**config.mk**
```make
export PLATFORM = sky130hd
export DESIGN_NAME = rlsfs_ctrl
export DESIGN_NICKNAME = d
export VERILOG_FILES = /design/src/design/rgb_led_strip_frame_streamer_assert.svh /design/src/design/rlsfs_pkg.sv /design/src/design/rlsfs_ctrl.sv
export SDC_FILE = /design/constraint.sdc
export NUM_CORES = 1
export LEC_CHECK = 0
export ABC_AREA = 1
export BUFFER_PORTS_ARGS = -buffer_cell sky130_fd_sc_hd__buf_4
export CAP_MARGIN = 20
export CORE_AREA = 5 5 42 44
export CTS_CLUSTER_SIZE = 10
export DETAILED_ROUTE_END_ITERATION = 6
export DIE_AREA = 0 0 47 49
export REMOVE_ABC_BUFFERS = 1
export SLEW_MARGIN = 20
export SYNTH_ARGS = -nofsm -noshare
export SYNTH_HDL_FRONTEND = slang
export SYNTH_SLANG_ARGS = --single-unit
```
**constraint.sdc**
```tcl
create_clock -name clk_i -period 0.8 [get_ports clk_i]
set_input_delay 0.04 -clock clk_i [delete_from_list [all_inputs] [get_ports clk_i]]
set_output_delay 0.04 -clock clk_i [all_outputs]
set_load 0.05 [all_outputs]
```
**src/design/rgb_led_strip_frame_streamer_assert.svh**
```systemverilog
// assertion macros for the rgb led strip frame streamer
// expects clk_i and rst_ni in the scope where a macro is used
`ifndef RGB_LED_STRIP_FRAME_STREAMER_ASSERT_SVH
`define RGB_LED_STRIP_FRAME_STREAMER_ASSERT_SVH

// same-cycle implication, disabled while in reset
`define RLSFS_ASSERT_IMPL(label, ante, cons, msg) \
  label: assert property (@(posedge clk_i) disable iff (!rst_ni) (ante) |-> (cons)) \
    else $error(msg);

// next-cycle implication, disabled while in reset
`define RLSFS_ASSERT_NEXT(label, ante, cons, msg) \
  label: assert property (@(posedge clk_i) disable iff (!rst_ni) (ante) |=> (cons)) \
    else $error(msg);

`endif

```
**src/design/rlsfs_pkg.sv**
```systemverilog
// shared types, constants and command structs of the led strip frame streamer
// no dependencies
`default_nettype none

package rlsfs_pkg;

  // strip geometry
  localparam int LED_COUNT   = 256;
  localparam int START_BYTES = 4;
  localparam int END_BYTES   = 5;

  localparam int ADDR_W      = (LED_COUNT > 1) ? $clog2(LED_COUNT) : 1;
  localparam int FRAME_TOTAL = START_BYTES + 4 * LED_COUNT + END_BYTES;
  localparam int POS_W       = $clog2(FRAME_TOTAL);
  // wide enough for any led_index and for LED_COUNT itself
  localparam int IDX_EXT_W   = 13;

  localparam int BRIGHT_W = 5;
  localparam int COLOR_W  = 8;
  localparam int PIXEL_W  = 3 * COLOR_W;
  localparam int CFG_W    = BRIGHT_W;

  localparam logic [7:0]          HEADER_MARK = 8'hE0;
  localparam logic [7:0]          END_FILL    = 8'hFF;
  localparam logic [7:0]          ZERO_BYTE   = 8'h00;
  localparam logic [BRIGHT_W-1:0] MAX_BRIGHT  = 5'd31;

  typedef logic [ADDR_W-1:0]  addr_t;
  typedef logic [POS_W-1:0]   pos_t;
  typedef logic [PIXEL_W-1:0] pixel_t;

  typedef enum logic [1:0] {
    ACT_SET_ONE   = 2'd0,
    ACT_SET_ALL   = 2'd1,
    ACT_CLEAR_ALL = 2'd2,
    ACT_EMIT      = 2'd3
  } action_e;

  typedef enum logic [1:0] {
    CFG_BRIGHTNESS  = 2'd0,
    CFG_COLOR_ORDER = 2'd1,
    CFG_UPDATE_EN   = 2'd2
  } cfg_idx_e;

  typedef enum logic [2:0] {
    ST_IDLE,
    ST_WRITE_ONE,
    ST_SWEEP,
    ST_CLEAR,
    ST_READ,
    ST_EMIT
  } state_e;

  // controller to datapath
  typedef struct packed {
    logic load_item;
    logic write_one;
    logic sweep_write;
    logic clear_all;
    logic read_pix;
    logic load_out;
  } cmd_t;

  // datapath to controller
  typedef struct packed {
    logic update_enabled;
    logic sweep_last;
  } sts_t;

endpackage

`default_nettype wire

```
**src/design/rlsfs_ctrl.sv**
```systemverilog
// controller state machine of the led strip frame streamer
// depends on rlsfs_pkg
`default_nettype none

module rlsfs_ctrl (
  input  wire logic              clk_i,
  input  wire logic              rst_ni,
  input  wire logic              start,
  input  wire logic [1:0]        action_i,
  input  wire rlsfs_pkg::sts_t   sts_i,
  output rlsfs_pkg::cmd_t        cmd_o,
  output logic                   busy
);

  rlsfs_pkg::state_e  state_q, state_d;
  rlsfs_pkg::action_e action;

  assign action = rlsfs_pkg::action_e'(action_i);

  // state register
  always_ff @(posedge clk_i or negedge rst_ni) begin
    if (!rst_ni) begin
      state_q <= rlsfs_pkg::ST_IDLE;
    end else begin
      state_q <= state_d;
    end
  end

  // next state
  always_comb begin
    state_d = state_q;
    case (state_q)
      rlsfs_pkg::ST_IDLE: begin
        if (start && sts_i.update_enabled) begin
          case (action)
            rlsfs_pkg::ACT_SET_ONE:   state_d = rlsfs_pkg::ST_WRITE_ONE;
            rlsfs_pkg::ACT_SET_ALL:   state_d = rlsfs_pkg::ST_SWEEP;
            rlsfs_pkg::ACT_CLEAR_ALL: state_d = rlsfs_pkg::ST_CLEAR;
            rlsfs_pkg::ACT_EMIT:      state_d = rlsfs_pkg::ST_READ;
            default:                  state_d = rlsfs_pkg::ST_IDLE;
          endcase
        end
      end
      rlsfs_pkg::ST_SWEEP: begin
        if (sts_i.sweep_last) begin
          state_d = rlsfs_pkg::ST_IDLE;
        end
      end
      rlsfs_pkg::ST_READ:      state_d = rlsfs_pkg::ST_EMIT;
      rlsfs_pkg::ST_WRITE_ONE: state_d = rlsfs_pkg::ST_IDLE;
      rlsfs_pkg::ST_CLEAR:     state_d = rlsfs_pkg::ST_IDLE;
      rlsfs_pkg::ST_EMIT:      state_d = rlsfs_pkg::ST_IDLE;
      default:                 state_d = rlsfs_pkg::ST_IDLE;
    endcase
  end

  // commands to the datapath
  always_comb begin
    cmd_o = '0;
    case (state_q)
      rlsfs_pkg::ST_IDLE:      cmd_o.load_item   = start;
      rlsfs_pkg::ST_WRITE_ONE: cmd_o.write_one   = 1'b1;
      rlsfs_pkg::ST_SWEEP:     cmd_o.sweep_write = 1'b1;
      rlsfs_pkg::ST_CLEAR:     cmd_o.clear_all   = 1'b1;
      rlsfs_pkg::ST_READ:      cmd_o.read_pix    = 1'b1;
      rlsfs_pkg::ST_EMIT:      cmd_o.load_out    = 1'b1;
      default:                 cmd_o = '0;
    endcase
  end

  assign busy = (state_q != rlsfs_pkg::ST_IDLE);

endmodule

`default_nettype wire

```
==> summary.txt, run 1 <==
Critical path
  – Number of cell instances on the worst register-to-register path: 6
  – Startpoint kind of the worst setup timing path: register
  – Worst R2R Setup Slack: -0.29 ns
  – Crit path capture type: primary output
  – Setup crit start: state_q[0]
  – Critical Path RT: between 0.7 and 0.8 ns
  – Critical path fanouts, max: 5
  – Startpoint of the worst register-to-register path: state_q[0]
  – Arr. time, crit path: 1.14 ns
  – Crit path capture: cmd_o[5]
  – Worst flop-to-flop path endpoint: state_q[2]
  – Setup CP Type: reg -> out

Timing
  – Tmin final: ~1.2 ns
  – Setup Viol. Count Final: 10
  – Highest attainable clock frequency: between 800 and 900 MHz
  – Worst Clk Skew: between 0.0003 and 0.0004 ns
  – Hold violation count in the final report: 0
  – Fraction of the cycle the final worst path needs: 1.48
  – Post-route worst hold slack: 0.0931 ns
  – Final slew viol count: 0
  – Transition at the pin with the smallest max-transition slack: approximately 0.18 ns
  – Setup TNS: -3.11 ns
  – Setup slack of the critical path after layout: -0.383 ns
  – Remaining max-slew budget at the tightest pin: 0.882
  – RSZ-0062 raised after global routing: yes

Power and ir drop
  – Net switching power of the design: between 1 and 1.5 mW
  – Part of the total power dissipated in the clock network: 0.127
  – Total leakage power: about 0.26 nW
  – Internal power component: a little over 1 mW
  – Sequential share of power: 0.150
  – Proportion of total power due to net switching: 0.513
  – Power per unit of standard cell area: about 4300 nW/µm²
  – Total power of the final layout: around 2.1 mW
  – Worst vdd ir: between 1 and 1.5 mV
  – Part of the power in combinational logic: 0.723

Synthesis
  – Synth top area share: 0.291
  – Proportion of synthesized chip area in sequential cells: 0.291
  – Cell type with the highest aggregate area in the netlist: sky130_fd_sc_hd__dfrtp_1
  – Total of warnings raised by yosys: 0
  – Yosys cell types: 13
  – Cells after Synth: 35
  – Area of the mapped netlist: ~260 µm²
  – Dominant cells by area after synthesis: sky130_fd_sc_hd__dfrtp_1 (29%), sky130_fd_sc_hd__ha_1 (15%), sky130_fd_sc_hd__inv_1 (12%)
  – Flops & latches, synth: 3
  – Average footprint of a synthesized cell: ~7.4 µm²

Min path
  – Worst hold path type: in -> reg
  – WHS Path Cells: 4

Run
  – Max cap viols: 0

Route
  – Wire length per cell after detailed routing: a little over 9 µm
  – Total routed wirelength: approximately 700 µm
  – Ratio of routed vias to standard cells: 3.99
  – Number of DRC markers in iteration 0: 6
  – Number of detailed-route iterations in the first pass: 3
  – Number of vias after detailed routing: 299
  – Post-detailed-route DRC marker count: 0
  – Antenna Nets Post-Route: 0

Placement
  – Cell Area, Placed: ~390 µm²
  – Placer's final routability congestion estimate: between 0.7 and 0.8
  – Pre-CTS setup slack: -0.194 ns
  – Final HPWL DP: roughly 470 µm
  – Quantity of I/O buffers inserted on ports: 13
  – Number of instances in the placed design: 66

CTS
  – Clock root cell: sky130_fd_sc_hd__clkbuf_4
  – Worst skew pair latency: roughly 0.23 ns
  – Clock sink count: 3
  – Clock edge transition at the registers on the reported setup and hold paths: roughly 0.040 ns
  – Clock buffers created by TritonCTS: 3
  – H-tree depth reported by CTS: 1
  – Clock tree from TritonCTS: done
  – Largest buffer count on any clock path: 2

Floorplan
  – Vertical die dimension: just under 50 µm
  – Full die area: between 2000 and 2500 µm²
  – Chip width: approximately 47 µm
  – Initial cell density of the core: 0.184
  – IO Count: 14
  – Std-Cell Core Area: about 1400 µm²
  – Rows: 14

Global routing
  – Maximum number of pins on one net before global-route repair: 7
  – Vias in the first global route: 249
  – Total routing resource utilization after global routing: 0.0635
  – Antenna violations before repair: 0
  – Grt ovf: 0
  – First-pass GRT wire length: 979 µm

Finish
  – Antenna fix cells: 0
  – Post-layout net count: 70
  – P&R area growth vs syn: 88.8%
  – Flip-flop count of the largest register after layout: 3
  – Util after Layout: 0.347
  – Top Registers: state_q x3
  – Layout filler cell count: approximately 160
  – Register with the highest flop count: state_q
  – Summed area of non-filler cells in the final layout: between 400 and 500 µm²
  – Fraction of layout instances using a drive strength above 1: 0.576
  – Final Non-Filler Cells: 75

Outcome
  – Status: complete, but fails checks
  – Violations in the final reports: setup timing
[placed cells by master (no fill, tap or decap)]
cell type | netlist | final
sky130_fd_sc_hd__dfrtp_2 | 0 | 3
sky130_fd_sc_hd__nand2_1 | 2 | 2
sky130_fd_sc_hd__buf_4 | 0 | 17
sky130_fd_sc_hd__nand2_4 | 0 | 1
sky130_fd_sc_hd__buf_6 | 0 | 1
sky130_fd_sc_hd__ha_1 | 3 | 3
sky130_fd_sc_hd__nand3_1 | 1 | 1
sky130_fd_sc_hd__clkbuf_4 | 0 | 3
sky130_fd_sc_hd__buf_8 | 0 | 1
sky130_fd_sc_hd__nand3_2 | 2 | 2
sky130_fd_sc_hd__nor2_2 | 0 | 1
sky130_fd_sc_hd__nand2_2 | 2 | 1
sky130_fd_sc_hd__o21ai_2 | 0 | 2
sky130_fd_sc_hd__nor2_1 | 4 | 3
sky130_fd_sc_hd__inv_1 | 8 | 8
sky130_fd_sc_hd__nor2_4 | 1 | 1
sky130_fd_sc_hd__o21ai_1 | 1 | 1
sky130_fd_sc_hd__nor3_1 | 5 | 5
sky130_fd_sc_hd__dlygate4sd3_1 | 0 | 1
sky130_fd_sc_hd__clkbuf_1 | 0 | 1
sky130_fd_sc_hd__inv_2 | 1 | 1
[cell families (layout without fill, tap and decap cells)]
family / after synthesis / in the layout / synth area share
buffers and inverters: 9 / 33 / 0.131
AOI/OAI and AO/OA: 3 / 3 / 0.0582
and+or+nand+nor: 17 / 17 / 0.374
adders and majority gates: 3 / 3 / 0.146
DFF: 3 / 3 / 0.291
[final cells by class]
cell class | count | area, µm² | area share
Multi-Input combinational cell | 23 | 164 | 0.337
Sequential cell | 3 | 78.8 | 0.162
Clock buffer | 4 | 26.3 | 0.0540
Tap cell | 16 | 20.0 | 0.0411
Timing Repair Buffer | 20 | 164 | 0.337
Inverter | 9 | 33.8 | 0.0694
[Yosys cell counts]
cell type                 count
sky130_fd_sc_hd__inv_1        8
sky130_fd_sc_hd__nand3_2      2
sky130_fd_sc_hd__o21ai_0      2
sky130_fd_sc_hd__nor2_1       4
sky130_fd_sc_hd__nand3_1      1
sky130_fd_sc_hd__nand2_2      2
sky130_fd_sc_hd__dfrtp_1      3
sky130_fd_sc_hd__nor2_4       1
sky130_fd_sc_hd__o21ai_1      1
sky130_fd_sc_hd__inv_2        1
sky130_fd_sc_hd__nand2_1      2
sky130_fd_sc_hd__nor3_1       5
sky130_fd_sc_hd__ha_1         3
[how the worst min path moves through the flow]
stage / slack [ns] / end / startpoint
after global placement: -0.17 / state_q[2] / rst_ni
after detailed placement: -0.17 / state_q[1] / rst_ni
after CTS: 0.10 / state_q[1] / sts_i[1]
final: 0.09 / state_q[1] / sts_i[0]
after global routing: 0.09 / state_q[1] / sts_i[0]
after floorplan: -0.26 / state_q[0] / rst_ni
[repair_timing]
action,4_1_cts,5_1_grt
buffers inserted,2,2
cloned,0,0
hold endpoints to repair,3,0
pin swaps,1,1
gates resized for setup,8,4
setup endpoints to repair,10,10
hold buffers,1,0
[critical path, stage by stage (launching register included)]
cell and delay (ns):
sky130_fd_sc_hd__dfrtp_2 0.43, sky130_fd_sc_hd__nor2_4 0.14, sky130_fd_sc_hd__nand2_4 0.07, sky130_fd_sc_hd__nor2_2 0.10, sky130_fd_sc_hd__buf_6 0.16
[power groups by stage]
stage                     combinational, mW  clock (mW)  sequential [mW]
after floorplan                       0.813           0            0.299
after global placement                 1.14           0            0.310
after detailed placement               1.15           0            0.311
after CTS                              1.30       0.278            0.315
after global routing                   1.63       0.306            0.329
final                                  1.53       0.268            0.318
[per-layer routing]
layer / routed length (µm) / GRT usage / vias up
met4: 14 / 0.0553 / 0
met1: 250 / 0.0619 / 131
met2: 337 / 0.0928 / 11
met3: 78 / 0.0332 / 2
li1: - / - / 155
met5: 0 / 0 / -
(Power assumes the default switching activity.)
==> inputs of run 2 (changes only) <==
--- a/config.mk
+++ b/config.mk
@@ -12,6 +12,7 @@
 export CTS_CLUSTER_SIZE = 10
 export DETAILED_ROUTE_END_ITERATION = 6
 export DIE_AREA = 0 0 47 49
+export PLACE_DENSITY = 0.39
 export REMOVE_ABC_BUFFERS = 1
 export SLEW_MARGIN = 20
 export SYNTH_ARGS = -nofsm -noshare
==> summary.txt, run 2 (synthesis results as in run 1) <==
Route
  – Antenna Nets Post-Route: 0
  – Post-detailed-route DRC marker count: 0
  – Number of detailed-route iterations in the first pass: 2
  – Ratio of routed vias to standard cells: just under 4
  – Number of vias after detailed routing: ~290
  – Total routed wirelength: 653 µm
  – Number of DRC markers in iteration 0: 1
  – Wire length per cell after detailed routing: 8.82 µm

Placement
  – Quantity of I/O buffers inserted on ports: 13
  – Placer's final routability congestion estimate: between 0.6 and 0.7
  – Pre-CTS setup slack: -0.221 ns

Timing
  – RSZ-0062 raised after global routing: yes
  – Setup slack of the critical path after layout: -0.394 ns
  – Setup Viol. Count Final: 10
  – Remaining max-slew budget at the tightest pin: 0.877
  – Final slew viol count: 0
  – Highest attainable clock frequency: between 800 and 900 MHz
  – Fraction of the cycle the final worst path needs: 1.49
  – Worst Clk Skew: between 0.002 and 0.003 ns
  – Transition at the pin with the smallest max-transition slack: between 0.15 and 0.2 ns
  – Hold violation count in the final report: 0
  – Tmin final: 1.19 ns

Global routing
  – Antenna violations before repair: 0
  – Maximum number of pins on one net before global-route repair: 7
  – Total routing resource utilization after global routing: 0.0712
  – Grt ovf: 0
  – Vias in the first global route: 311
  – First-pass GRT wire length: 1.14 mm

Critical path
  – Startpoint kind of the worst setup timing path: register
  – Arr. time, crit path: 1.15 ns
  – Largest stage delay, worst path: between 0.4 and 0.5 ns
  – Kind of cell with the highest combined delay on the critical path: flip-flops
  – Setup CP Type: reg -> out
  – Sequence of cells on the critical path: inv_1 > nor3_1 > buf_4
  – Critical Path RT: 0.76 ns
  – Count of buffer and inverter cells on the critical path: 2
  – Crit path capture type: primary output
  – Critical path fanouts, max: 6
  – Cell with the biggest individual delay on the critical path: sky130_fd_sc_hd__dfrtp_2

Finish
  – Antenna fix cells: 0
  – Flip-flop count of the largest register after layout: 3
  – Highest-count cells in the layout ignoring fill and taps: sky130_fd_sc_hd__buf_4 (15), sky130_fd_sc_hd__inv_1 (7)
  – P&R area growth vs syn: 87.4%
  – Post-layout net count: 69
  – Register with the highest flop count: state_q
  – Util after Layout: 0.345
  – Top Registers: state_q x3
  – Most frequent standard cell in the layout excluding fill and tap cells: sky130_fd_sc_hd__buf_4
  – Fraction of layout instances using a drive strength above 1: 0.586
  – Layout filler cell count: roughly 170

Floorplan
  – Vertical die dimension: ~49 µm
  – Initial cell density of the core: 0.184
  – Rows: 14
  – Chip width: ~47 µm
  – Std-Cell Core Area: approximately 1400 µm²
  – Full die area: approximately 2300 µm²
  – IO Count: 14

Run
  – Max cap viols: 0

Power and ir drop
  – Total power of the final layout: ~2.0 mW
  – Total leakage power: between 0.2 and 0.3 nW
  – Worst vdd ir: 1.04 mV
  – Power per unit of standard cell area: roughly 4000 nW/µm²

CTS
  – Worst skew pair latency: about 0.23 ns
  – H-tree depth reported by CTS: 1
  – Largest buffer count on any clock path: 2
  – Clock root cell: sky130_fd_sc_hd__clkbuf_4
  – Clock sink count: 3
  – Clock buffers created by TritonCTS: 3
  – Clock tree from TritonCTS: done
  – Clock edge transition at the registers on the reported setup and hold paths: 0.04 ns

Min path
  – Worst hold path type: in -> reg

Outcome
  – Violations in the final reports: setup timing
  – Status: complete, but fails checks
run 2: layer usage:
layer  part of all wire  up-vias  track usage
met5                  0        -            0
met4                  0        0       0.0691
met3               0.10        0       0.0221
met2               0.51       10        0.109
met1               0.38      121       0.0705
li1                   -      154            -
run 2: what timing repair did:
item | in CTS | in global routing
gates resized for setup | 9 | 3
hold buffers | 1 | 0
buffers inserted | 2 | 1
setup endpoints to repair | 10 | 10
pin swaps | 1 | 1
hold endpoints to repair | 3 | 0
run 2: worst register-to-register path, cell delays in order (launching register included):
cell and delay, ns:
sky130_fd_sc_hd__dfrtp_2 0.44, sky130_fd_sc_hd__buf_4 0.15, sky130_fd_sc_hd__nor2_1 0.13, sky130_fd_sc_hd__nand3_2 0.09
sky130_fd_sc_hd__nand2_2 0.08, sky130_fd_sc_hd__nor2_1 0.04
run 2: per-stage QoR:
step | setup TNS (ns) | hold WS (ns) | instance area [µm²] | cells
6_report | -3.10 | 0.105 | 483 | 74
5_1_grt | -3.74 | 0.119 | 483 | 74
4_1_cts | -3.15 | 0.111 | 460 | 73
3_5_place_dp | -1.45 | -0.169 | 390 | 66
3_3_place_gp | -1.48 | -0.168 | 390 | 66
2_1_floorplan | -5.07 | -0.256 | 258 | 35
run 2: path summary, 6_finish.rpt:
| check | startpoint | end | slack [ns] | depth (start not counted) |
|---|---|---|---|---|
| max | state_q[1] | cmd_o[3] | -0.39 | 3 |
| max reg2reg | state_q[2] | state_q[2] | -0.25 | 5 |
| max in group asynchronous | rst_ni | state_q[1] | 0.56 | 2 |
| min | sts_i[0] | state_q[1] | 0.11 | 4 |
| min in group asynchronous | rst_ni | state_q[2] | 0.13 | 2 |
| min reg2reg | state_q[0] | state_q[1] | 0.66 | 3 |
run 2: power breakdown:
group	switching [mW]	internal, mW	total, mW	leakage (nW)
logic	0.855	0.500	1.35	0.202
clock network	0.0836	0.187	0.271	0.0150
registers	0.111	0.221	0.332	0.0357
run 2: cell type report:
type | instances | area [µm²] | share of cell area
Multi-Input combinational cell | 23 | 168 | 0.347
Timing Repair Buffer | 19 | 156 | 0.324
Sequential cell | 3 | 78.8 | 0.163
Inverter | 9 | 33.8 | 0.0699
Clock buffer | 4 | 26.3 | 0.0544
Tap cell | 16 | 20.0 | 0.0415
